===== src/hw/rtl/fpalu_pkg.sv =====
// Fixed-point ALU package: word width, opcodes, payload and pipeline types.
// No dependencies.
`default_nettype none

package fpalu_pkg;

   localparam int WORD_BITS = 32;

   localparam logic [WORD_BITS-1:0] WORD_MAX = {1'b0, {(WORD_BITS-1){1'b1}}};
   localparam logic [WORD_BITS-1:0] WORD_MIN = {1'b1, {(WORD_BITS-1){1'b0}}};

   typedef enum logic [2:0] {
      OP_ADD = 3'd0,
      OP_SUB = 3'd1,
      OP_MUL = 3'd2,
      OP_DIV = 3'd3,
      OP_MIN = 3'd4,
      OP_MAX = 3'd5,
      OP_INC = 3'd6,
      OP_DEC = 3'd7
   } opcode_type;

   typedef struct packed {
      opcode_type                    opcode;
      logic signed [WORD_BITS-1:0]   operand_a;
      logic signed [WORD_BITS-1:0]   operand_b;
   } req_word_type;

   typedef struct packed {
      logic signed [WORD_BITS-1:0]   result;
      logic                          less;
      logic                          equal;
      logic                          greater;
      logic                          overflow;
      logic                          divide_by_zero;
   } rsp_word_type;

   // per-word control carried alongside the cell chain
   typedef struct packed {
      logic                  is_mul;
      logic                  is_div;
      logic                  sgn;
      logic                  less;
      logic                  equal;
      logic                  greater;
      logic                  ovf;
      logic                  dz;
      logic [WORD_BITS-1:0]  simple;
   } ctrl_type;

endpackage

`default_nettype wire


===== src/hw/rtl/fpalu_prep.sv =====
// Front stage: compare flags, saturating add/sub/inc/dec, min/max, divide by zero,
// and magnitudes that seed the cell chain. Depends on fpalu_pkg.
`default_nettype none

module fpalu_prep #(
   parameter int FRAC_BITS = 8
) (
   input  wire logic                                   clock,
   input  wire logic                                   adv,
   input  wire fpalu_pkg::req_word_type                word,
   output fpalu_pkg::ctrl_type                         ctrl_ff,
   output logic [fpalu_pkg::WORD_BITS-1:0]             opd_ff,
   output logic [fpalu_pkg::WORD_BITS+FRAC_BITS-1:0]   sh_ff,
   output logic [2*fpalu_pkg::WORD_BITS-1:0]           acc_ff
);

   localparam int W = fpalu_pkg::WORD_BITS;
   localparam int N = W + FRAC_BITS;

   logic signed [W-1:0] a;
   logic signed [W-1:0] b;
   logic signed [W:0]   ea;
   logic signed [W:0]   addend;
   logic                cin;
   logic signed [W:0]   sum;
   logic [W-1:0]        sat;
   logic                sat_ovf;
   logic                na;
   logic                nb;
   logic [W-1:0]        ma;
   logic [W-1:0]        mb;
   logic                lt;
   logic                gt;
   logic                b_zero;
   fpalu_pkg::ctrl_type ctrl_in;
   logic [W-1:0]        opd_in;
   logic [N-1:0]        sh_in;

   assign a = word.operand_a;
   assign b = word.operand_b;
   assign na = a[W-1];
   assign nb = b[W-1];
   assign ma = na ? W'(-a) : W'(a);
   assign mb = nb ? W'(-b) : W'(b);
   assign lt = $signed(a) < $signed(b);
   assign gt = $signed(a) > $signed(b);
   assign b_zero = (b == '0);
   assign ea = {a[W-1], a};

   always_comb begin
      addend = {b[W-1], b};
      cin = 1'b0;
      case (word.opcode)
         fpalu_pkg::OP_SUB: begin
            addend = ~{b[W-1], b};
            cin = 1'b1;
         end
         fpalu_pkg::OP_INC: begin
            addend = (W+1)'(1);
         end
         fpalu_pkg::OP_DEC: begin
            addend = '1;
         end
         default: begin
            addend = {b[W-1], b};
         end
      endcase
   end

   assign sum = ea + addend + (W+1)'(cin);
   assign sat_ovf = sum[W] != sum[W-1];
   assign sat = sat_ovf ? (sum[W] ? fpalu_pkg::WORD_MIN : fpalu_pkg::WORD_MAX) : sum[W-1:0];

   always_comb begin
      ctrl_in.is_mul  = 1'b0;
      ctrl_in.is_div  = 1'b0;
      ctrl_in.sgn     = na ^ nb;
      ctrl_in.less    = lt;
      ctrl_in.equal   = !lt && !gt;
      ctrl_in.greater = gt;
      ctrl_in.ovf     = 1'b0;
      ctrl_in.dz      = 1'b0;
      ctrl_in.simple  = sat;
      case (word.opcode)
         fpalu_pkg::OP_MUL: begin
            ctrl_in.is_mul = 1'b1;
         end
         fpalu_pkg::OP_DIV: begin
            ctrl_in.is_div = !b_zero;
            ctrl_in.dz     = b_zero;
            if (a == '0) begin
               ctrl_in.simple = '0;
            end else begin
               ctrl_in.simple = na ? fpalu_pkg::WORD_MIN : fpalu_pkg::WORD_MAX;
            end
         end
         fpalu_pkg::OP_MIN: begin
            ctrl_in.simple = lt ? a : b;
         end
         fpalu_pkg::OP_MAX: begin
            ctrl_in.simple = gt ? a : b;
         end
         default: begin
            ctrl_in.ovf = sat_ovf;
         end
      endcase
   end

   assign opd_in = (word.opcode == fpalu_pkg::OP_DIV) ? mb : ma;
   assign sh_in  = (word.opcode == fpalu_pkg::OP_DIV) ? (N'(ma) << FRAC_BITS) : N'(mb);

   always_ff @(posedge clock) begin
      if (adv) begin
         ctrl_ff <= ctrl_in;
         opd_ff  <= opd_in;
         sh_ff   <= sh_in;
         acc_ff  <= '0;
      end
   end

endmodule

`default_nettype wire


===== config.mk =====
export PLATFORM = sky130hd
export DESIGN_NAME = fpalu_prep
export DESIGN_NICKNAME = d
export VERILOG_FILES = /design/src/hw/rtl/fpalu_pkg.sv /design/src/hw/rtl/fpalu_prep.sv
export SDC_FILE = /design/constraint.sdc
export NUM_CORES = 1
export LEC_CHECK = 0
export ABC_AREA = 1
export ABC_CLOCK_PERIOD_IN_PS = 4120
export BUFFER_PORTS_ARGS = -buffer_cell sky130_fd_sc_hd__buf_4
export CAP_MARGIN = 10
export CORE_ASPECT_RATIO = 1.25
export CORE_MARGIN = 4
export CORE_UTILIZATION = 41
export CTS_CLUSTER_DIAMETER = 30
export DETAILED_ROUTE_END_ITERATION = 12
export PLACE_DENSITY = 0.66
export SYNTH_ARGS = -nofsm -noshare
export SYNTH_HDL_FRONTEND = slang
export SYNTH_SLANG_ARGS = --single-unit

===== constraint.sdc =====
create_clock -name clock -period 4.12 [get_ports clock]
set_clock_uncertainty 0.05 [all_clocks]
set_input_delay 0.824 -clock clock [delete_from_list [all_inputs] [get_ports clock]]
set_output_delay 0.824 -clock clock [all_outputs]
set_load 0.05 [all_outputs]

* Yosys cells after proc, flatten, opt, wreduce, memory -nomap -nowiden *
Cells that the tools add are included.

storage, ports and cells
  register bits after elaboration = 112
  latch bits = 0
  output and inout bits = 176
  ROM bits = 0
  memories = 0
  bits in writable memories = 0
  logic and storage cells = 50

operators by class
  eq/ne operators = 8
  multiply operators = 0
  reduce and logical (&&, ||, !) cells = 7
  magnitude comparators = 2
  div/mod/pow operators = 0
  bitwise operators = 2
  shift-type cells = 0
  muxes and demuxes = 14
  $add $sub $neg = 4

operators by type and width
  cell                                           count
  2-to-1 mux 32 bit                              10
  case mux 33 bit (3 select lines)               1
  case mux 32 bit (3 select lines)               1
  zero test 32 bit                               2
  negator 32 bit                                 2
  adder 33 x 1 -> 33 bit                         1
  adder 33 bit                                   1
  NOT 33 bit                                     1
  greater-than comparator 32 bit                 1
  < comparator 32 bit                            1
  == test 3 bit, second input constant           4
  == test 3 x 2 -> 1 bit, second input constant  2
  OR reduction 4 bit                             1
  == test 3 x 1 -> 1 bit, second input constant  1
  zero test 1 bit                                3
  2-to-1 mux 1 bit                               2
  logical AND 1 bit                              1
  inequality test 1 bit                          1
  XOR 1 bit                                      1

* Depth between registers and ports, before layout *
  depth after elaboration = 7
  mapped depth = 26

* Worst setup path after synthesis *
No wires, ideal clock.

  path kind = in2reg
  start = input port word[65] (netlist name)
  end = register ctrl_ff[30] (netlist name), data pin
  required time = 3.821 ns
  data arrival time = 3.589 ns
  setup time = 0.249 ns
  stages = 26
  setup slack = 0.232 ns
  buffers on the path = 3
  path through = ha_1 -> clkbuf_1 -> clkbuf_1 -> a21oi_1 -> o21ai_0 -> ha_1 -> nand3_2 -> nand2_2 -> fa_1 -> nand3_1 -> nand2_1 -> nand3_1 -> nand2_2 -> nand3_1 -> nand2_2 -> nand2_1 -> nand2_1 -> nand2_1 -> nand2_2 -> nand3_4 -> nand2_2 -> inv_4 -> buf_6 -> nand2_1 -> nand2_1 -> inv_1

RTL lines
  item                    RTL line           RTL
  start: declaration      fpalu_prep.sv:10   input wire fpalu_pkg::req_word_type word,
  end signal: assignment  fpalu_prep.sv:114  ctrl_ff <= ctrl_in;
  end: declaration        fpalu_prep.sv:11   output fpalu_pkg::ctrl_type ctrl_ff,

==> impl_metrics.ini <==
[clock_network]
cts_root_buf = clkbuf_16
cts-buffers-inserted = 9
ctsLongestPathBuffers = 2
ctsHoldBuffers = 0
cts_tree = yes
h-tree-depth = 3
cts_setup_buffers = 0
cts_resized = 0
numClockSinks = 112
clkSlewWorstSetupHoldPaths_ns = 0.08

[timing]
rsz0062_at_grt = false
final_hold_viol_count = 0
fin_crit_sh = 0.9270
period_needed_ns = 3.819
max_slew_margin = 0.5029
tightest_slew_ns = 0.7400
fmax_mhz = 261.8
setup_violations = 0
slew_violations = 0

[floorplanning]
dieHeight_um = 186.8
core_area_mm2 = 0.02521
die_area_mm2 = 0.02821
die_x_um = 151.0
io_pins = 245
rows = 65
initial_core_util = 0.4159

[layout]
fill_cells = 2502
fin_nets = 1879
utilization = 0.5219
layout-drive-gt1-share = 0.2228
area_growth_syn_to_layout_pct = 25.49

[critical_path]
startpoint_type = input port
critical_path.top_delay_family = simple AND/OR/NAND/NOR gates
cp.arrival_ns = 3.91
cp_slowest_cell = fa_1
worst-path-buf-inv = 6
path_class = input port to flip-flop
cpMostUsedCell = nand2_2
end_kind = flip-flop
crit_fanout = 16
worst-path-stages = 27
crit_required_ns = 4.21
crit_path_max_incr_delay_ns = 0.38

[yosys]
yosysWarnings = 0
synth_edf_count = 112
synth_top_area_frac = 0.3208
async_reset_ff_frac = 0
synth_area_mm2 = 0.01049
synth_seq_cells = 112
synth-seq-area-share = 0.3208
synth_cells = 1462
synthFlopType = edfxtp_1
synth_area_leaders = edfxtp_1 (32%), nand2_1 (15%), ha_1 (8.1%)
synth_cell_types = 48
synth_top_area_cell = edfxtp_1
syn_area_per_cell_um2 = 7.172

[job]
cap_violations = 0

[routing]
drt-total-wl_um = 34720
drt_iter0_markers = 785
final_antenna_net_count = 0
wl_per_cell_um = 16.68
vias_per_cell = 5.005
first_pass_iters = 5
drc = 0
dr_total_vias = 10420

[global_route]
grt_pass1_wl_um = 54010
antenna_found_initial = 2
grt_max_degree = 71
overflow = 0
grt_pass1_vias = 10228
grt_use_total = 0.2460

[min_path]
hold_class = input port to flip-flop
hold_path_depth = 5

[status]
outcome = finished, final reports clean

[power_and_ir_drop]
power_w = 0.004835
p_leak_nw = 6.495
vdd_ir_drop_max_uv = 183.6
power.density_mw_per_mm2 = 367.5

[place]
place_congestion = 0.9885
hpwl_um = 28270
port-buffer-count = 180
[final timing paths]
path,startpoint,end,slack [ns]
setup / recovery,word[65],ctrl_ff[3],0.30
hold / removal,word[1],ctrl_ff[1],0.81
[cells by family after synthesis]
kind of cell,synth area share
XOR/XNOR,0.06599
AO/OA/AOI/OAI,0.1025
adder cells (fa/ha/maj),0.08306
other,0.0003577
flip-flops,0.3208
multiplexers,0.001909
AND/OR/NAND/NOR,0.2953
buffers and inverters,0.1301
[layout by cell type (no fill, tap or decap), types with 10 or more instances in the layout]
cell type,instances
o22ai_1,31
nand3_1,89
xor2_1,68
a21o_1,10
o21ai_0,62
nor2_1,142
a21oi_1,61
conb_1,64
buf_4,312
o21ai_1,12
inv_2,10
nand2_2,17
inv_1,152
xnor2_1,11
nand2_1,408
nor3_1,21
edfxtp_1,112
ha_1,68
nand4_1,14
[cells in the mapped netlist (3+ instances only)]
cell type,number
a21o_1,10
a21oi_1,62
a31oi_1,3
and2_1,3
buf_2,5
buf_4,68
buf_6,5
clkbuf_1,32
clkinv_1,4
edfxtp_1,112
ha_1,68
inv_1,152
inv_2,10
nand2_1,409
nand2_2,16
nand3_1,89
nand3_2,4
nand4_1,14
nor2_1,143
nor2_2,5
nor3_1,21
nor3_2,4
nor4_1,4
o21a_1,4
o21ai_0,62
o21ai_1,12
o21bai_1,4
o22ai_1,31
or2_2,5
xnor2_1,11
xor2_1,68
[sequential cells by signal, summed over array words and instances, names as in the netlist]
| register | cells |
|---|---|
| ctrl_ff | 40 |
| sh_ff | 40 |
| opd_ff | 32 |
[area by class of cell]
type                       instances  area (µm²)  share of cell area
multi-input combinational       1133        6008              0.4566
sequential                       112        3363              0.2556
timing repair buffer             318        2462              0.1871
inverter                         167       629.4             0.04783
tap                              335       419.2             0.03186
clock buffer                       9       225.2             0.01712
clock inverter                     7       47.55            0.003614
antenna                            1       2.502           0.0001902
[report_power, final]
group	total, W	internal (W)	switching (W)
clock	0.000846	0.000410	0.000437
combinational	0.00247	0.000844	0.00163
sequential	0.00151	0.00146	0.0000591
[routing by layer]
| metal | global-route usage | vias up | part of all wire |
|---|---|---|---|
| li1 | - | 5209 | - |
| met1 | 0.3186 | 4723 | 0.42 |
| met2 | 0.4105 | 415 | 0.47 |
| met3 | 0.02672 | 73 | 0.062 |
| met4 | 0.1099 | 0 | 0.040 |
| met5 | 0 | - | 0 |
[per-stage QoR]
step,setup WS (ns),hold WS [ns],setup TNS (ns),instances,cell area (µm²)
5_1_grt,0.01907,0.8471,0,2082,13160
4_1_cts,0.3006,0.7909,0,2081,13150
3_5_place_dp,-0.1165,1.189,-2.621,2065,12880
2_1_floorplan,0.2320,0.8865,0,1525,10720
3_3_place_gp,-0.007025,1.192,-0.06204,2065,12880
6_report,0.3007,0.8107,0,2082,13160
[tightest hold or removal path, delay by kind of cell]
family	cells	cell delay, ns
buffers and inverters	2	0.16
AND/OR/NAND/NOR	3	0.15
No activity file was read; power rests on OpenSTA's default activity.
