===== src/hw/rtl/fpalu_pkg.sv =====
// Fixed-point ALU package: word width, opcodes, payload and pipeline types.
// No dependencies.
`default_nettype none

package fpalu_pkg;

   localparam int WORD_BITS = 32;

   localparam logic [WORD_BITS-1:0] WORD_MAX = {1'b0, {(WORD_BITS-1){1'b1}}};
   localparam logic [WORD_BITS-1:0] WORD_MIN = {1'b1, {(WORD_BITS-1){1'b0}}};

   typedef enum logic [2:0] {
      OP_ADD = 3'd0,
      OP_SUB = 3'd1,
      OP_MUL = 3'd2,
      OP_DIV = 3'd3,
      OP_MIN = 3'd4,
      OP_MAX = 3'd5,
      OP_INC = 3'd6,
      OP_DEC = 3'd7
   } opcode_type;

   typedef struct packed {
      opcode_type                    opcode;
      logic signed [WORD_BITS-1:0]   operand_a;
      logic signed [WORD_BITS-1:0]   operand_b;
   } req_word_type;

   typedef struct packed {
      logic signed [WORD_BITS-1:0]   result;
      logic                          less;
      logic                          equal;
      logic                          greater;
      logic                          overflow;
      logic                          divide_by_zero;
   } rsp_word_type;

   // per-word control carried alongside the cell chain
   typedef struct packed {
      logic                  is_mul;
      logic                  is_div;
      logic                  sgn;
      logic                  less;
      logic                  equal;
      logic                  greater;
      logic                  ovf;
      logic                  dz;
      logic [WORD_BITS-1:0]  simple;
   } ctrl_type;

endpackage

`default_nettype wire


===== src/hw/rtl/fpalu_fin.sv =====
// Back end: rounding stage, then saturation, sign and result select into the
// output register. Depends on fpalu_pkg.
`default_nettype none

module fpalu_fin #(
   parameter int FRAC_BITS = 8
) (
   input  wire logic                                   clock,
   input  wire logic                                   adv,
   input  wire fpalu_pkg::ctrl_type                    up_ctrl,
   input  wire logic [fpalu_pkg::WORD_BITS-1:0]        up_opd,
   input  wire logic [fpalu_pkg::WORD_BITS+FRAC_BITS-1:0] up_sh,
   input  wire logic [2*fpalu_pkg::WORD_BITS-1:0]      up_acc,
   output fpalu_pkg::rsp_word_type                     rsp_ff
);

   localparam int W = fpalu_pkg::WORD_BITS;
   localparam logic [2*W-1:0] HALF = ((2*W)'(1) << FRAC_BITS) >> 1;

   logic [2*W-1:0]          mul_mag;
   logic                    round_up;
   logic [2*W-1:0]          div_mag;
   logic [2*W-1:0]          mag_in;
   logic [2*W-1:0]          mag_ff;
   fpalu_pkg::ctrl_type     ctrl_ff;

   logic                    neg;
   logic [2*W-1:0]          lim;
   logic                    clamp;
   logic [W-1:0]            arith_res;
   fpalu_pkg::rsp_word_type rsp_in;

   assign mul_mag  = (up_acc + HALF) >> FRAC_BITS;
   assign round_up = {up_acc[W-1:0], 1'b0} >= {1'b0, up_opd};
   assign div_mag  = (2*W)'(up_sh) + (2*W)'(round_up);
   assign mag_in   = up_ctrl.is_mul ? mul_mag : div_mag;

   always_ff @(posedge clock) begin
      if (adv) begin
         mag_ff  <= mag_in;
         ctrl_ff <= up_ctrl;
      end
   end

   assign neg   = (mag_ff != '0) && ctrl_ff.sgn;
   assign lim   = (2*W)'(fpalu_pkg::WORD_MAX) + (2*W)'(neg);
   assign clamp = mag_ff > lim;

   always_comb begin
      if (clamp) begin
         arith_res = neg ? fpalu_pkg::WORD_MIN : fpalu_pkg::WORD_MAX;
      end else if (neg) begin
         arith_res = W'(-mag_ff[W-1:0]);
      end else begin
         arith_res = mag_ff[W-1:0];
      end
   end

   always_comb begin
      rsp_in.less           = ctrl_ff.less;
      rsp_in.equal          = ctrl_ff.equal;
      rsp_in.greater        = ctrl_ff.greater;
      rsp_in.divide_by_zero = ctrl_ff.dz;
      if (ctrl_ff.is_mul || ctrl_ff.is_div) begin
         rsp_in.result   = arith_res;
         rsp_in.overflow = clamp;
      end else begin
         rsp_in.result   = ctrl_ff.simple;
         rsp_in.overflow = ctrl_ff.ovf;
      end
   end

   always_ff @(posedge clock) begin
      if (adv) begin
         rsp_ff <= rsp_in;
      end
   end

endmodule

`default_nettype wire

===== config.mk =====
export PLATFORM = sky130hd
export DESIGN_NAME = fpalu_fin
export DESIGN_NICKNAME = d
export VERILOG_FILES = /design/src/hw/rtl/fpalu_pkg.sv /design/src/hw/rtl/fpalu_fin.sv
export SDC_FILE = /design/constraint.sdc
export NUM_CORES = 1
export LEC_CHECK = 0
export BUFFER_PORTS_ARGS = -buffer_cell sky130_fd_sc_hd__buf_2
export CAP_MARGIN = 20
export CORE_MARGIN = 4
export CORE_UTILIZATION = 55
export DETAILED_ROUTE_END_ITERATION = 7
export GPL_TIMING_DRIVEN = 0
export PLACE_DENSITY_LB_ADDON = 0.25
export SYNTH_ARGS = -nofsm -noshare
export SYNTH_HDL_FRONTEND = slang
export SYNTH_SLANG_ARGS = --single-unit

===== constraint.sdc =====
create_clock -name clock -period 14.1 [get_ports clock]
set_input_delay 0.705 -clock clock [delete_from_list [all_inputs] [get_ports clock]]
set_output_delay 0.705 -clock clock [all_outputs]
set_load 0.01 [all_outputs]

# --- Word level (Yosys, flattened, before mapping) ---
# Cells that the tools add are included.
classes:
  order_cmp: 2
  n_mux: 6
  addsub: 4
  reduce_logical: 3
ops:
  columns: ["cell", "count"]
  rows:
  - ["$mux W32", 4]
  - ["$add A64 B8 Y64 const B", 1]
  - ["$gt A64 B32 Y1", 1]
  - ["$reduce_bool A64 Y1", 1]
  - ["$mux W56", 1]
  - ["$add A40 B1 Y41", 1]
  - ["$ge A33 B32 Y1", 1]
  - ["$add A31 B1 Y32 const A", 1]
  - ["$neg A32 Y32", 1]
  - ["$logic_and A1 B1 Y1", 1]
  - ["$logic_or A1 B1 Y1", 1]
  - ["$mux W1", 1]
totals:
  regBits: 141
  in_bits: 178
  output_inout_bits: 37
  word_cells: 32

# --- Longest topological paths before layout ---
depth:
  depth_word: 6
  depth_mapped: 18
  depth_no_buf: 18

# --- Worst setup path before layout ---
# No wires, ideal clock.
synth_path:
  path_type: "flip-flop to flip-flop"
  start: "reg mag_ff[10]"
  end: "reg rsp_ff[9] in the netlist's numbering, data pin"
  required_time_ns: 13.839
  path_buffers: 2
  path_slack_ns: 8.734
  setup_ns: 0.261
  stages_incl_launch_ff: 15
  arrival_time_ns: 5.105
  period_less_slack_ns: 5.366
  cell_sequence: "edfxtp_1 or4_1 or3_4 or4_4 o41a_4 clkbuf_1 ha_1 nand4_1 or4_1 nand2b_1 o21ai_0 nand3b_1 nor3_4 buf_6 a211oi_1"
synth_lines:
  columns: ["element", "line", "rtl"]
  rows:
  - ["start, declared", "fpalu_fin.sv:24", "logic [2*W-1:0] mag_ff;"]
  - ["start signal, assigned", "fpalu_fin.sv:40", "mag_ff <= mag_in;"]
  - ["end signal, assigned", "fpalu_fin.sv:75", "rsp_ff <= rsp_in;"]
  - ["end, declared", "fpalu_fin.sv:14", "output fpalu_pkg::rsp_word_type rsp_ff"]

==> results.py <==
metrics = {
    "outcome": {
        "status": "finished, final reports clean",
    },
    "yosys": {
        "ys_seq_area_share_pct": 43.8,
        "synth_cells": 913,
        "yosys_warnings": 0,
        "ys_ff_latch": 133,
        "synth-adder-area-share_pct": 9.19,
        "synth_mux_area_share_pct": 0.782,
        "mappedNetlistArea_sq_mm": 0.00912,
        "syn_nets": 1158,
        "async_flop_share_pct": 0,
        "synth_edf_count": 133,
        "synth-xor-area-share_pct": 10.5,
        "synth_top_family_by_area": "simple AND/OR/NAND/NOR gates",
        "synthSimpleGateAreaFrac_pct": 20.3,
        "synth.distinct_cells": 57,
        "synth-main-ff-cell": "edfxtp_1",
        "avgSynthCellArea_sq_um": 9.99,
        "synth_compound_area_share_pct": 11.3,
    },
    "sta": {
        "max_freq_mhz": 166,
        "fin_crit_sh_pct": 42.6,
        "final-setup-viol-count": 0,
        "skew_ns": 0.0106,
        "finalMaxSlewViolations": 0,
        "period_minus_slack_ns": 6.01,
        "worst_pin_slew_ns": 0.963,
        "hold_viol_final": 0,
        "maxSlewHeadroom_pct": 35.3,
        "worst_slack_ns": 8.09,
        "setup_tns_ns": 0,
        "rsz0062_at_grt": "false",
    },
    "finish": {
        "area.growth.synth_to_final_pct": 21.6,
        "n_antenna_cell": 0,
        "layout-drive-gt1-share_pct": 23.7,
        "fin_nets": 1392,
        "mostFrequentLayoutCells": "buf_2, edfxtp_1, nor2_1",
        "layout_commonest_cell": "buf_2",
    },
    "pwr": {
        "leakage_nw": 4.47,
        "pwr-share-clk_pct": 38.8,
        "p_int_mw": 0.828,
        "p_seq_share_pct": 44.0,
        "pwr_density_cell_mw_per_mm2": 103,
        "p_sw_mw": 0.309,
        "p_comb_share_pct": 17.1,
        "swShare_pct": 27.2,
        "ir_drop_mv": 0.0828,
    },
    "die": {
        "initial_utilization_pct": 56.8,
        "ioPinCount": 215,
        "fp.dieH_um": 137,
        "fp-row-count": 46,
        "core-area_sq_mm": 0.0161,
        "die_w_um": 137,
        "dieArea_sq_mm": 0.0187,
    },
    "cts": {
        "clkLatencyLatePin_ns": 0.43,
        "cts-htree-levels": 4,
        "clkTransAtPathRegs_ns": 0.06,
        "cts_resized": 0,
        "cts_inserted_buffers": 17,
        "cts_num_sinks": 133,
        "cts-root-buf": "clkbuf_16",
        "postCtsHoldBufs": 0,
        "post_cts_buffers": 0,
        "cts_buffer_depth": 2,
        "cts_tree": "done",
    },
    "worst_setup_path": {
        "critPathRequiredTime_ns": 14.26,
        "path_common_cell": "or4_1",
        "cp_slowest_stage_delay_ns": 0.59,
        "cp-end-kind": "register",
        "crit_arrival_ns": 6.17,
        "path_cells": "or4_1 -> or3_4 -> or4_4 -> o41a_4 -> clkbuf_2 -> ha_1 -> nand4_1 -> or4_1 -> nand2b_1 -> o21ai_0 -> nand3b_1 -> nor3_4 -> buf_6 -> a211oi_1",
        "critPathKind": "reg -> reg",
        "worstSetupStartpointType": "register",
        "worstPathMaxFanout": 39,
        "slowest_stage": "or4_1",
    },
    "detailed_routing": {
        "remaining_drc_errors": 0,
        "drt_wl_total_mm": 22.9,
        "via_per_inst": 5.63,
        "first_pass_iters": 5,
        "vias": 7743,
        "post_drt_wl_per_cell_um": 16.7,
        "drtIter0Drc": 592,
        "antenna_left": 0,
    },
    "placed_design": {
        "dp_slack_ns": 8.16,
        "numPortBuffers": 213,
        "dp_hpwl_mm": 18.0,
        "routabilityCongestion": 0.880,
    },
    "global_route": {
        "grt_pass1_wl_mm": 36.4,
        "grt_max_degree": 74,
        "antenna_found_initial": 3,
        "grt_usage_pct": 25.0,
        "grt_pass1_vias": 7463,
        "grt.overflow.total": 0,
    },
    "flow_run": {
        "maxCapViolCount": 0,
    },
    "hold_path": {
        "hold_class": "reg -> reg",
    },
}
power groups by stage:
stage          logic (mW)  registers (mW)  clock network, mW
2_1_floorplan       0.107           0.506                  0
3_3_place_gp        0.186           0.509                  0
3_5_place_dp        0.193           0.508                  0
4_1_cts             0.195           0.501              0.446
5_1_grt             0.220           0.505              0.465
6_report            0.195           0.501              0.441
layout make-up:
class | instances | area, sq um
inverter | 60 | 225
sequential | 133 | 3990
clock buffer | 17 | 425
multi-input combinational | 689 | 4740
tap | 216 | 270
clock inverter | 15 | 166
timing repair buffer | 215 | 1100
fill | 1282 | 4970
buffer | 31 | 156
layer usage:
layer	GRT usage, %	share of wire, %	wire [um]	up-vias
met4	9.85	3.0	685	6
met3	6.40	7.5	1720	55
met5	0	0.15	34	-
met1	30.7	42	9680	3501
met2	42.1	47	10800	312
li1	-	-	-	3869
Yosys cell counts (6+ instances only):
| cell | count | area share, % |
|---|---|---|
| o21ai_0 | 39 | 2.1 |
| and4_1 | 13 | 1.2 |
| mux2i_1 | 6 | 0.66 |
| or4_1 | 6 | 0.49 |
| inv_1 | 60 | 2.5 |
| a21o_1 | 9 | 0.74 |
| nor4_1 | 26 | 1.8 |
| nand2_1 | 62 | 2.6 |
| and3_1 | 12 | 0.82 |
| xnor2_1 | 68 | 6.5 |
| nand4_1 | 40 | 2.7 |
| and2_1 | 16 | 1.1 |
| nor2b_1 | 6 | 0.41 |
| a2111oi_2 | 6 | 0.99 |
| a211oi_1 | 16 | 1.3 |
| nand3_1 | 53 | 2.9 |
| or3_1 | 8 | 0.55 |
| edfxtp_1 | 133 | 44 |
| nor3_1 | 18 | 0.99 |
| nor2_1 | 72 | 3.0 |
| xor2_1 | 41 | 3.9 |
| o22ai_1 | 10 | 0.69 |
| clkbuf_1 | 17 | 0.70 |
| o31ai_1 | 7 | 0.58 |
| ha_1 | 67 | 9.2 |
| a21oi_1 | 41 | 2.3 |
worst paths after layout:
check,startpoint,endpoint,slack [ns],depth (start not counted)
worst max-delay path,mag_ff[10]$_DFFE_PP_,rsp_ff[16]$_DFFE_PP_,8.09,14
worst min-delay path,ctrl_ff[35]$_DFFE_PP_,rsp_ff[3]$_DFFE_PP_,0.42,0
worst max register to register,mag_ff[10]$_DFFE_PP_,rsp_ff[16]$_DFFE_PP_,8.09,14
worst min register to register,ctrl_ff[35]$_DFFE_PP_,rsp_ff[3]$_DFFE_PP_,0.42,0
cell families after synthesis:
logic type	Yosys count
simple gates	351
compound gates	155
flops	133
xor+xnor	109
buf+inv	91
fa+ha+maj	67
mux	7
metrics by stage:
step	cell area, sq um	total power [mW]	util (%)	std cells	hold slack [ns]
global route	11100	1.19	69.0	1376	0.426
CTS	11100	1.14	69.0	1375	0.420
global placement	10500	0.695	65.1	1342	0.401
finish	11100	1.14	69.0	1376	0.418
floorplan	9120	0.614	-	913	0.400
detailed placement	10500	0.701	65.3	1343	0.405
critical path: cells and delay by family (launching register included):
family / cells / cell delay, ns
buf+inv: 2 / 0.73
compound gates: 3 / 0.64
fa+ha+maj: 1 / 0.54
flops: 1 / 0.52
simple gates: 8 / 3.29
state kept, by name, indices dropped and copies added, names as in the netlist:
signal   flops
ctrl_ff     40
rsp_ff      37
mag_ff      56
(Power assumes the default switching activity.)
