$ cat config.mk
export PLATFORM = sky130hd
export DESIGN_NAME = fpalu_cell
export DESIGN_NICKNAME = d
export VERILOG_FILES = /design/src/hw/rtl/fpalu_pkg.sv /design/src/hw/rtl/fpalu_cell.sv
export SDC_FILE = /design/constraint.sdc
export NUM_CORES = 1
export LEC_CHECK = 0
export BUFFER_PORTS_ARGS = -buffer_cell sky130_fd_sc_hd__buf_2
export CORE_ASPECT_RATIO = 1.2
export CORE_MARGIN = 3
export CORE_UTILIZATION = 55
export DETAILED_ROUTE_END_ITERATION = 10
export PLACE_DENSITY = 0.87
export SLEW_MARGIN = 20
export SYNTH_ARGS = -nofsm -noshare
export SYNTH_HDL_FRONTEND = slang
export SYNTH_SLANG_ARGS = --single-unit
$ cat constraint.sdc
create_clock -name clock -period 6.2 [get_ports clock]
set_input_delay 1.24 -clock clock [delete_from_list [all_inputs] [get_ports clock]]
set_output_delay 1.24 -clock clock [all_outputs]
set_load 0.01 [all_outputs]
$ cat src/hw/rtl/fpalu_pkg.sv
// Fixed-point ALU package: word width, opcodes, payload and pipeline types.
// No dependencies.
`default_nettype none

package fpalu_pkg;

   localparam int WORD_BITS = 32;

   localparam logic [WORD_BITS-1:0] WORD_MAX = {1'b0, {(WORD_BITS-1){1'b1}}};
   localparam logic [WORD_BITS-1:0] WORD_MIN = {1'b1, {(WORD_BITS-1){1'b0}}};

   typedef enum logic [2:0] {
      OP_ADD = 3'd0,
      OP_SUB = 3'd1,
      OP_MUL = 3'd2,
      OP_DIV = 3'd3,
      OP_MIN = 3'd4,
      OP_MAX = 3'd5,
      OP_INC = 3'd6,
      OP_DEC = 3'd7
   } opcode_type;

   typedef struct packed {
      opcode_type                    opcode;
      logic signed [WORD_BITS-1:0]   operand_a;
      logic signed [WORD_BITS-1:0]   operand_b;
   } req_word_type;

   typedef struct packed {
      logic signed [WORD_BITS-1:0]   result;
      logic                          less;
      logic                          equal;
      logic                          greater;
      logic                          overflow;
      logic                          divide_by_zero;
   } rsp_word_type;

   // per-word control carried alongside the cell chain
   typedef struct packed {
      logic                  is_mul;
      logic                  is_div;
      logic                  sgn;
      logic                  less;
      logic                  equal;
      logic                  greater;
      logic                  ovf;
      logic                  dz;
      logic [WORD_BITS-1:0]  simple;
   } ctrl_type;

endpackage

`default_nettype wire

$ cat src/hw/rtl/fpalu_cell.sv
// One chain cell: one shift-add product step or one restoring quotient step.
// Depends on fpalu_pkg.
`default_nettype none

module fpalu_cell #(
   parameter int SH_BITS = 40
) (
   input  wire logic                                 clock,
   input  wire logic                                 adv,
   input  wire fpalu_pkg::ctrl_type                  up_ctrl,
   input  wire logic [fpalu_pkg::WORD_BITS-1:0]      up_opd,
   input  wire logic [SH_BITS-1:0]                   up_sh,
   input  wire logic [2*fpalu_pkg::WORD_BITS-1:0]    up_acc,
   output fpalu_pkg::ctrl_type                       ctrl_ff,
   output logic [fpalu_pkg::WORD_BITS-1:0]           opd_ff,
   output logic [SH_BITS-1:0]                        sh_ff,
   output logic [2*fpalu_pkg::WORD_BITS-1:0]         acc_ff
);

   localparam int W = fpalu_pkg::WORD_BITS;

   logic             top_bit;
   logic [W:0]       r2;
   logic [W:0]       diff;
   logic             ge;
   logic [SH_BITS-1:0] sh_in;
   logic [2*W-1:0]   acc_in;

   assign top_bit = up_sh[SH_BITS-1];
   assign r2      = {up_acc[W-1:0], top_bit};
   assign ge      = r2 >= {1'b0, up_opd};
   assign diff    = r2 - {1'b0, up_opd};

   always_comb begin
      if (up_ctrl.is_div) begin
         acc_in = (2*W)'(ge ? diff[W-1:0] : r2[W-1:0]);
         sh_in  = {up_sh[SH_BITS-2:0], ge};
      end else begin
         acc_in = {up_acc[2*W-2:0], 1'b0} + (top_bit ? (2*W)'(up_opd) : '0);
         sh_in  = {up_sh[SH_BITS-2:0], 1'b0};
      end
   end

   always_ff @(posedge clock) begin
      if (adv) begin
         ctrl_ff <= up_ctrl;
         opd_ff  <= up_opd;
         sh_ff   <= sh_in;
         acc_ff  <= acc_in;
      end
   end

endmodule

`default_nettype wire

# Word-level counts from Yosys, hierarchy flattened
# Cells that the tools add are included.
# Widths: inputs -> output; s select.
[classes]
add_sub_neg = 2
magnitude_cmp = 1
mux = 3
[op_table]
columns = ["operator", "n"]
rows = [
  ["$add 64x32->64", 1],
  ["$mux 32", 2],
  ["$mux 64", 1],
  ["$ge 33x32->1", 1],
  ["$sub 32x32->32", 1],
]
[totals]
reg_bits = 176
output_inout_bits = 176
elab_cells = 19
input_bits = 178

# Depth between registers and ports, before layout
# Gate-level depths: netlist of the first run.
[depth]
depth_word = 3
mapped_depth = 15
ltp_nobuf = 14

# Worst setup path after synthesis of the first run
# No wires, ideal clock.
[synth_path]
path_kind = "input-to-reg"
from = "input port up_sh[39]"
to = "register acc_ff[63] (netlist name), data pin"
required_time_ns = 5.940
path_buffers = 1
t_arrival_ns = 4.293
setup_ns = 0.260
path_slack_ns = 1.647
stages = 14
cell_sequence = "inv_1 > clkbuf_1 > nor2_1 > ha_1 > a21o_1 > a31oi_1 > nor4_1 > o2111ai_1 > nor2b_1 > a211oi_2 > a21o_1 > a31oi_2 > nor4b_1 > mux2_2"
[synth_between]
elab_chain_cells = 3
[synth_rtl]
columns = ["item", "line", "rtl"]
rows = [
  ["from (decl)", "fpalu_cell.sv:12", "input wire logic [SH_BITS-1:0] up_sh,"],
  ["$mux 32", "fpalu_cell.sv:39", "acc_in = {up_acc[2*W-2:0], 1'b0} + (top_bit ? (2*W)'(up_opd) : '0);"],
  ["$add 64x32->64", "fpalu_cell.sv:39", ""],
  ["$mux 64", "fpalu_cell.sv:35", "if (up_ctrl.is_div) begin"],
  ["to (signal assigned)", "fpalu_cell.sv:49", "acc_ff <= acc_in;"],
  ["to (decl)", "fpalu_cell.sv:17", "output logic [2*fpalu_pkg::WORD_BITS-1:0] acc_ff"],
]
# Every way passes these cells.
# A chain may end at the register's enable or synchronous reset.

# Worst setup path in the final report of the first run
# Same ends and word-level chain as after synthesis.

==> impl_metrics.json, run 1 <==
{
  "status": "completed",
  "cts_max_level": 4,
  "crit_required_ns": 6.39,
  "max_slew.worst_pin.slew_ns": 0.989,
  "yosysSeqAreaShare_pct": 52.1,
  "worstPathMaxFanout": 21,
  "drive_above_1_share_pct": 31.5,
  "drc": 0,
  "postCtsSetupBuffers": 0,
  "drv_slew": 0,
  "ys_warn_count": 0,
  "cts.sink_count": 176,
  "initial_core_util_pct": 56.9,
  "stdcell_count": 1523,
  "antenna_found_initial": 8,
  "drt_iter0_markers": 605,
  "post-route-period-util_pct": 85.2,
  "crit_path_end": "acc_ff[63]$_SDFFCE_PP0P_",
  "syn_inst": 938,
  "grt_pass1_vias": 8813,
  "track_usage_pct": 29.1,
  "synth-edff-count": 176,
  "fp.dieH_um": 155,
  "yosys_most_used_dff": "edfxtp_1",
  "maxCapViolCount": 0,
  "path_buf_inv": 3,
  "yosys.area_share.adder_pct": 8.28,
  "finalSetupViolCount": 0,
  "syn2layout_area_growth_pct": 25.9,
  "synth_top_family_by_area": "compound AO/OA/AOI/OAI gates",
  "path_delay_family": "simple AND/OR/NAND/NOR gates",
  "synth_xor_area_share_pct": 6.47,
  "coreArea_um2": 17800,
  "synthTopCellsByArea": "edfxtp_1 52%, ha_1 7.9%, nor2_1 4.4%",
  "grt_max_degree": 91,
  "post-route-util_pct": 71.7,
  "fin_tns_setup_ns": 0,
  "cp_cell_sequence": "buf_2 -> inv_1 -> buf_4 -> nor2_1 -> ha_1 -> nand2_1 -> nor4_1 -> o2111ai_1 -> nor2b_1 -> a211oi_2 -> a21o_1 -> a31oi_2 -> nor4b_1 -> mux2_2",
  "dieWidth_um": 130,
  "die_area_um2": 20100,
  "nFillCells": 1258,
  "via_per_inst": 5.83,
  "cpPeakStageDelay_ns": 0.72,
  "ant_nets": 0,
  "worstSetupStartpoint": "up_sh[39]",
  "via_count": 8880,
  "synthMuxAreaShare_pct": 1.55,
  "synth_cell_types": 63,
  "grt.overflow.total": 0,
  "slew_headroom_pct": 34.1,
  "critPathArrivalTime_ns": 5.47,
  "cts_tree": "built",
  "synth_top_area_share_pct": 52.1,
  "fin_area_um2": 12800,
  "rows": 53,
  "yosys.area_share.simple_pct": 12.7,
  "end_kind": "flip-flop",
  "critPathSlowestCell": "nor4_1",
  "wl_mm": 30.2,
  "rsz0062_at_grt": "no",
  "hold_viol": 0,
  "synth-compound-area-share_pct": 15.9,
  "yosysTopAreaCell": "edfxtp_1",
  "ir_drop_mv": 0.172,
  "finalWorstPathRequiredPeriod_ns": 5.28,
  "power.leakage_nw": 5.68,
  "portBuffers": 352,
  "fin_nets": 1529,
  "root_buffer": "clkbuf_16",
  "dpl.cell_count": 1486,
  "worstSetupStartpointType": "primary input",
  "wl_per_cell_um": 19.9,
  "grt_pass1_wl_mm": 45.2,
  "synthArstFlopShare_pct": 0,
  "powerDensity_nw_per_um2": 261,
  "cts_resized": 0,
  "cp.depth": 14,
  "post_dp_cell_area_um2": 12100,
  "first_pass_iters": 6,
  "maxClockFrequency_ghz": 0.189,
  "syn_nets": 1182,
  "holdCritPathClass": "primary input to flip-flop",
  "clockBufferDepth": 2,
  "synth_area_per_cell_um2": 10.8,
  "dpl.hpwl_mm": 22.9,
  "cts_buffers": 17,
  "timing.hold.ws_ns": 0.966,
  "clk_pin_slew_ns": 0.08,
  "io_pins": 354,
  "synth_area_um2": 10200,
  "routabilityCongestion": 0.929,
  "yosys_register_bits": 176,
  "critPathKind": "primary input to flip-flop",
  "hold_buffers": 0
}
==> final cells by class <==
class / count / area (um^2) / area share, %
Sequential cell: 176 / 5290 / 41.3
Multi-Input combinational cell: 682 / 4560 / 35.6
Timing Repair Buffer: 358 / 1840 / 14.4
Clock buffer: 17 / 425 / 3.33
Tap cell: 220 / 275 / 2.15
Clock inverter: 15 / 204 / 1.60
Inverter: 50 / 188 / 1.47
Antenna cell: 5 / 12.5 / 0.0979
==> how the worst min path moves through the flow <==
stage | endpoint | slack, ns | cells after the start | start
after floorplan | ctrl_ff[0]$_DFFE_PP_ | 1.34 | 0 | up_ctrl[0]
after detailed placement | sh_ff[26]$_DFFE_PP_ | 1.42 | 1 | up_sh[25]
after global routing | ctrl_ff[6]$_DFFE_PP_ | 0.95 | 1 | up_ctrl[6]
final | sh_ff[16]$_DFFE_PP_ | 0.97 | 1 | up_sh[15]
after global placement | sh_ff[23]$_DFFE_PP_ | 1.42 | 1 | up_sh[22]
after CTS | sh_ff[17]$_DFFE_PP_ | 0.95 | 1 | up_sh[16]
==> logic make-up (layout without fill, tap and decap cells) <==
| kind of cell | after synthesis | count (layout) |
|---|---|---|
| simple gates | 275 | 275 |
| compound gates | 251 | 251 |
| flops | 176 | 176 |
| buf+inv | 80 | 440 |
| xor+xnor | 75 | 75 |
| fa+ha+maj | 66 | 66 |
| mux | 15 | 15 |
| other cells | 0 | 5 |
==> metrics by stage <==
stage	power, mW	setup WS [ns]
final	3.34	0.917
after global routing	3.48	0.703
after CTS	3.35	1.02
after detailed placement	2.23	0.498
after global placement	2.21	0.534
after floorplan	1.93	1.65
==> cells in the final DEF, fill, tap and decap left out, types with 17 or more instances in the layout <==
cell type / count
buf_2: 351
xnor2_1: 49
a21oi_1: 88
a21o_1: 43
clkbuf_16: 17
nor2_1: 120
ha_1: 64
xor2_1: 26
nand2_1: 54
edfxtp_1: 176
o21ai_0: 45
inv_1: 50
nand3_1: 21
==> state kept, by name, indices dropped and copies added (netlist names) <==
| signal | count |
|---|---|
| ctrl_ff | 40 |
| sh_ff | 40 |
| opd_ff | 32 |
| acc_ff | 64 |
==> Yosys cell counts (all sizes together), types with 10 or more instances <==
library cell	instances
xnor2	49
nand3	21
clkbuf	23
edfxtp	176
xor2	26
a21oi	89
o211ai	10
ha	64
inv	50
nor2	120
nand2b	10
a21o	43
nor3	13
o21ai	46
nand2	54
or3	15
==> report_power, final <==
group	internal (mW)	leakage, nW	total, mW	switching [mW]
sequential	1.44	1.72	1.47	0.0277
clock	0.561	0.303	1.12	0.563
combinational	0.307	3.66	0.753	0.446
total	2.31	5.68	3.34	1.04
==> per-layer routing <==
layer | track usage (%) | vias to the layer above | wire length, um
met5 | 0 | - | 44
met4 | 10.9 | 6 | 933
met3 | 6.84 | 81 | 2350
met2 | 50.9 | 445 | 15500
met1 | 34.6 | 4188 | 11400
li1 | - | 4160 | -
(Power assumes the default switching activity.)
==> run 2, diff against run 1 <==
- ABC_AREA: not set -> 1
- CORE_UTILIZATION: 55 -> 58
- PLACE_DENSITY: 0.87 -> 0.86
==> impl_metrics.json, run 2 <==
{
  "status": "completed",
  "critPathArrivalTime_ns": 3.89,
  "cpPeakStageDelay_ns": 0.47,
  "powerDensity_nw_per_um2": 226,
  "stdcell_count": 2503,
  "critPathSlowestCell": "fa_1",
  "synthMuxAreaShare_pct": 0,
  "finalSetupViolCount": 0,
  "synth_area_um2": 13100,
  "seqCellArea_um2": 5290,
  "cts.sink_count": 176,
  "wl_per_cell_um": 18.0,
  "regMostFlops": "acc_ff",
  "initial_core_util_pct": 59.6,
  "cp_cell_sequence": "buf_2 -> nand2_1 -> inv_1 -> ha_1 -> fa_1 -> nand3_1 -> nand3_1 -> nand2_1 -> nand2_1 -> nand2_1 -> nand2_1 -> nand2_1 -> nand2_1 -> or2_2 -> nand3_1 -> nand2_1",
  "synth_most_common_cell": "nand2_1",
  "grt_max_degree": 99,
  "max_slew.worst_pin.slew_ns": 1.15,
  "hold_buffers": 0,
  "portBuffers": 352,
  "yosys.area_share.simple_pct": 35.7,
  "synthArstFlopShare_pct": 0,
  "track_usage_pct": 35.8,
  "mostFrequentLayoutCells": "689 x nand2_1, 380 x inv_1, 351 x buf_2",
  "grt_pass1_wl_mm": 66.8,
  "crit_required_ns": 6.37,
  "nFillCells": 1827,
  "finalPower_mw": 3.55,
  "ir_drop_mv": 0.194,
  "yosys.area_share.adder_pct": 6.43,
  "synthTopCellsByArea": "edfxtp_1 40%, nand2_1 20%, inv_1 11%",
  "cts_resized": 0,
  "end_kind": "flip-flop",
  "syn2layout_area_growth_pct": 20.2,
  "routabilityCongestion": 0.992,
  "fin_area_um2": 15700,
  "cts_max_level": 4,
  "first_pass_iters": 6,
  "hold_viol": 0,
  "worstSetupStartpointType": "primary input",
  "hold_path_depth": 1,
  "post-route-util_pct": 71.7,
  "coreArea_um2": 21900,
  "syn_inst": 1863,
  "yosysTopAreaCell": "edfxtp_1",
  "dpl.hpwl_mm": 36.5,
  "dieWidth_um": 143,
  "synth_top_area_share_pct": 40.4,
  "synth-compound-area-share_pct": 3.92,
  "drive_above_1_share_pct": 19.7,
  "post_dp_cell_area_um2": 15100,
  "yosys_most_used_dff": "edfxtp_1",
  "yosysSeqAreaShare_pct": 40.4,
  "cp.depth": 16,
  "final_common_cell": "nand2_1",
  "path_buf_inv": 2,
  "syn_nets": 2107,
  "power.leakage_nw": 8.68,
  "drv_slew": 0,
  "postCtsSetupBuffers": 0,
  "rows": 59,
  "multi_input_area_um2": 6200,
  "io_pins": 354,
  "largestRegisters": "acc_ff (64), ctrl_ff (40), sh_ff (40)",
  "synth_xor_area_share_pct": 1.34,
  "fp.dieH_um": 170,
  "ys_warn_count": 0,
  "holdCritPathClass": "primary input to flip-flop",
  "cts_tree": "built",
  "synth_cell_types": 39,
  "dpl.cell_count": 2470,
  "cts_buffers": 17,
  "antenna_found_initial": 2,
  "grt.overflow.total": 0,
  "via_per_inst": 5.45,
  "drt_iter0_markers": 1461,
  "fin_tns_setup_ns": 0,
  "worstPathMaxFanout": 33,
  "path_delay_family": "simple AND/OR/NAND/NOR gates",
  "synth_top_family_by_area": "simple AND/OR/NAND/NOR gates",
  "root_buffer": "clkbuf_16",
  "maxCapViolCount": 0,
  "finalWorstPathRequiredPeriod_ns": 3.71,
  "cp_common_cell": "nand2_1",
  "critPathKind": "primary input to flip-flop",
  "die_area_um2": 24400,
  "via_count": 13700,
  "clockBufferDepth": 2,
  "rsz0062_at_grt": "no",
  "clk_pin_slew_ns": 0.08,
  "wl_mm": 45.1,
  "yosys_register_bits": 176,
  "post-route-period-util_pct": 59.9,
  "ant_nets": 0,
  "slew_headroom_pct": 23.6,
  "fin_nets": 2459,
  "drc": 0,
  "largest_reg_flops": 64,
  "synth_area_per_cell_um2": 7.02,
  "synth-edff-count": 176,
  "synth_common_cells": "689 x nand2_1, 380 x inv_1, 176 x edfxtp_1, 143 x nand3_1, 141 x nor2_1",
  "grt_pass1_vias": 12500,
  "maxClockFrequency_ghz": 0.269
}
## run 2: cell types whose count changed in the layout (fill, tap and decap cells not counted), moves of 21 or more
cell / delta
nand2_1: +635
inv_1: +330
nand3_1: +122
a21o_1: -41
xnor2_1: -35
o21ai_0: -33
nand3b_1: +23
a21oi_1: -21
nor2_1: +21
## run 2: path summary, 6_finish.rpt
path                       from                   end
worst max-delay path  up_sh[39]  acc_ff[21]$_DFFE_PP_
worst min-delay path  up_sh[13]   sh_ff[14]$_DFFE_PP_
## run 2: report_power, final
group          internal, mW  switching (mW)  total [mW]
sequential             1.43          0.0283        1.46
clock                 0.566           0.600        1.17
combinational         0.312           0.606       0.918
## run 2: area by class of cell
class | instances | area share [%]
multi-input cells | 1277 | 39.4
flip-flops and latches | 176 | 33.6
repair buffers | 355 | 11.4
inverters | 388 | 9.27
clock buffers | 17 | 2.71
well taps | 274 | 2.18
clock inverters | 15 | 1.36
diodes | 1 | 0.0159
## run 2: per-stage QoR
step                hold slack (ns)  setup slack [ns]
finish                        0.960              2.49
global route                  0.948              2.34
CTS                           0.953              2.56
detailed placement             1.42              2.13
global placement               1.42              2.20
floorplan                      1.34              2.81
## run 2: cell families after synthesis
family	Yosys count
AND/OR/NAND/NOR	1096
buffers and inverters	410
flip-flops	176
AO/OA/AOI/OAI	95
adder cells (fa/ha/maj)	66
XOR/XNOR	20
## run 2: metal layers
layer / global-route usage [%] / share of wire (%) / wire length, um
met3: 5.79 / 9.4 / 4250
met1: 44.6 / 37 / 16900
met2: 60.9 / 48 / 21600
met5: 0 / 0.060 / 27
met4: 16.6 / 5.2 / 2360
==> run 3, diff against run 2 <==
- CORE_UTILIZATION: 58 -> 49
- PLACE_DENSITY: 0.86 -> 0.77
- clock period: 6.2 -> 3.3 ns (I/O delays scaled with it)
==> impl_metrics.json, run 3 (synthesis gave the netlist of run 2 again) <==
{
  "status": "completed",
  "worstSetupStartpointType": "primary input",
  "grt.overflow.total": 0,
  "crit_required_ns": 3.50,
  "worstPathMaxFanout": 15,
  "crit_path_end": "acc_ff[39]$_SDFFCE_PP0P_",
  "maxClockFrequency_ghz": 0.352,
  "critPathArrivalTime_ns": 3.04,
  "dpl.cell_count": 2590,
  "via_count": 13500,
  "maxCapViolCount": 0,
  "cts_resized": 0,
  "slew_headroom_pct": 56.4,
  "ir_drop_mv": 0.333,
  "finalSetupViolCount": 0,
  "first_pass_iters": 6,
  "end_kind": "flip-flop",
  "wl_mm": 45.5,
  "cts_tree": "built",
  "hold_buffers": 0,
  "fin_tns_setup_ns": 0,
  "grt_max_degree": 68,
  "largestRegisters": "acc_ff (64), ctrl_ff (40), sh_ff (40)",
  "routabilityCongestion": 0.979,
  "wl_per_cell_um": 17.3,
  "grt_pass1_wl_mm": 69.2,
  "max_slew.worst_pin.slew_ns": 0.654,
  "die_area_um2": 28700,
  "regMostFlops": "acc_ff",
  "io_pins": 354,
  "coreArea_um2": 25900,
  "fin_ws_ns": 0.461,
  "finalPower_mw": 6.52,
  "via_per_inst": 5.13,
  "largest_reg_flops": 64,
  "cts_max_level": 4,
  "fp.dieH_um": 185,
  "fin_nets": 2523,
  "drv_slew": 0,
  "drive_above_1_share_pct": 22.0,
  "grt_pass1_vias": 12900,
  "drc": 0,
  "dpl.hpwl_mm": 37.8,
  "dieWidth_um": 155,
  "drt_iter0_markers": 993,
  "fin_area_um2": 16300,
  "syn2layout_area_growth_pct": 24.4,
  "cts_buffers": 17,
  "rsz0062_at_grt": "no",
  "clk_pin_slew_ns": 0.08,
  "post-route-period-util_pct": 86.0,
  "final_common_cell": "nand2_1",
  "nFillCells": 2454,
  "critPathKind": "primary input to flip-flop",
  "place_ws_ns": 0.0578,
  "stdcell_count": 2623,
  "portBuffers": 352,
  "powerDensity_nw_per_um2": 401,
  "power.leakage_nw": 8.98,
  "mostFrequentLayoutCells": "689 x nand2_1, 380 x inv_1, 351 x buf_2",
  "rows": 64,
  "hold_viol": 0,
  "worstSetupStartpoint": "up_sh[39]",
  "post_dp_cell_area_um2": 15700,
  "finalWorstPathRequiredPeriod_ns": 2.84,
  "clockBufferDepth": 2,
  "holdCritPathClass": "primary input to flip-flop",
  "root_buffer": "clkbuf_16",
  "initial_core_util_pct": 50.5,
  "antenna_found_initial": 3,
  "track_usage_pct": 31.3,
  "ant_nets": 0,
  "postCtsSetupBuffers": 0,
  "cts.sink_count": 176
}
## run 3: through the flow
stage | hold slack, ns | utilization [%]
floorplan | 0.759 | -
global placement | 0.837 | 60.6
detailed placement | 0.838 | 60.6
CTS | 0.377 | 62.8
global route | 0.383 | 62.9
finish | 0.385 | 62.9
## run 3: area by class of cell
cell class	count	area, um^2	area share (%)
Antenna cell	2	5.00	0.0308
Clock buffer	17	425	2.62
Clock inverter	14	141	0.870
Inverter	388	1460	8.96
Multi-Input combinational cell	1277	6200	38.1
Sequential cell	176	5290	32.5
Tap cell	330	413	2.54
Timing Repair Buffer	419	2330	14.4
## run 3: per-layer routing
metal	track usage, %	wire [um]	up-vias
li1	-	-	6679
met1	37.5	17800	6163
met2	58.1	23400	521
met3	3.83	2920	87
met4	10.3	1400	2
met5	0	14	-
## run 3: worst min path at each step
stage | startpoint | end | slack (ns) | cells after the start
3_5_place_dp | up_ctrl[23] | ctrl_ff[23]$_DFFE_PP_ | 0.84 | 1
5_1_grt | up_ctrl[32] | ctrl_ff[32]$_DFFE_PP_ | 0.38 | 1
4_1_cts | up_sh[3] | sh_ff[4]$_DFFE_PP_ | 0.38 | 1
3_3_place_gp | up_ctrl[4] | ctrl_ff[4]$_DFFE_PP_ | 0.84 | 1
6_report | up_sh[3] | sh_ff[4]$_DFFE_PP_ | 0.38 | 1
2_1_floorplan | up_ctrl[0] | ctrl_ff[0]$_DFFE_PP_ | 0.76 | 0
## run 3: power breakdown
group	switching, mW	internal, mW
clock network	0.975	0.999
logic	1.14	0.663
registers	0.0531	2.70
total	2.17	4.36
## run 3: worst max-delay path: stages
cell	delay, ns
buf_2	0.14
buf_4	0.22
nand2_1	0.08
inv_1	0.04
ha_1	0.39
nand2_1	0.17
nor2_1	0.21
inv_1	0.10
nor3_1	0.26
nand2_1	0.08
nand2_1	0.29
nand2_1	0.10
nand2_1	0.13
nand2_1	0.06
nand2_1	0.05
nor2_1	0.06
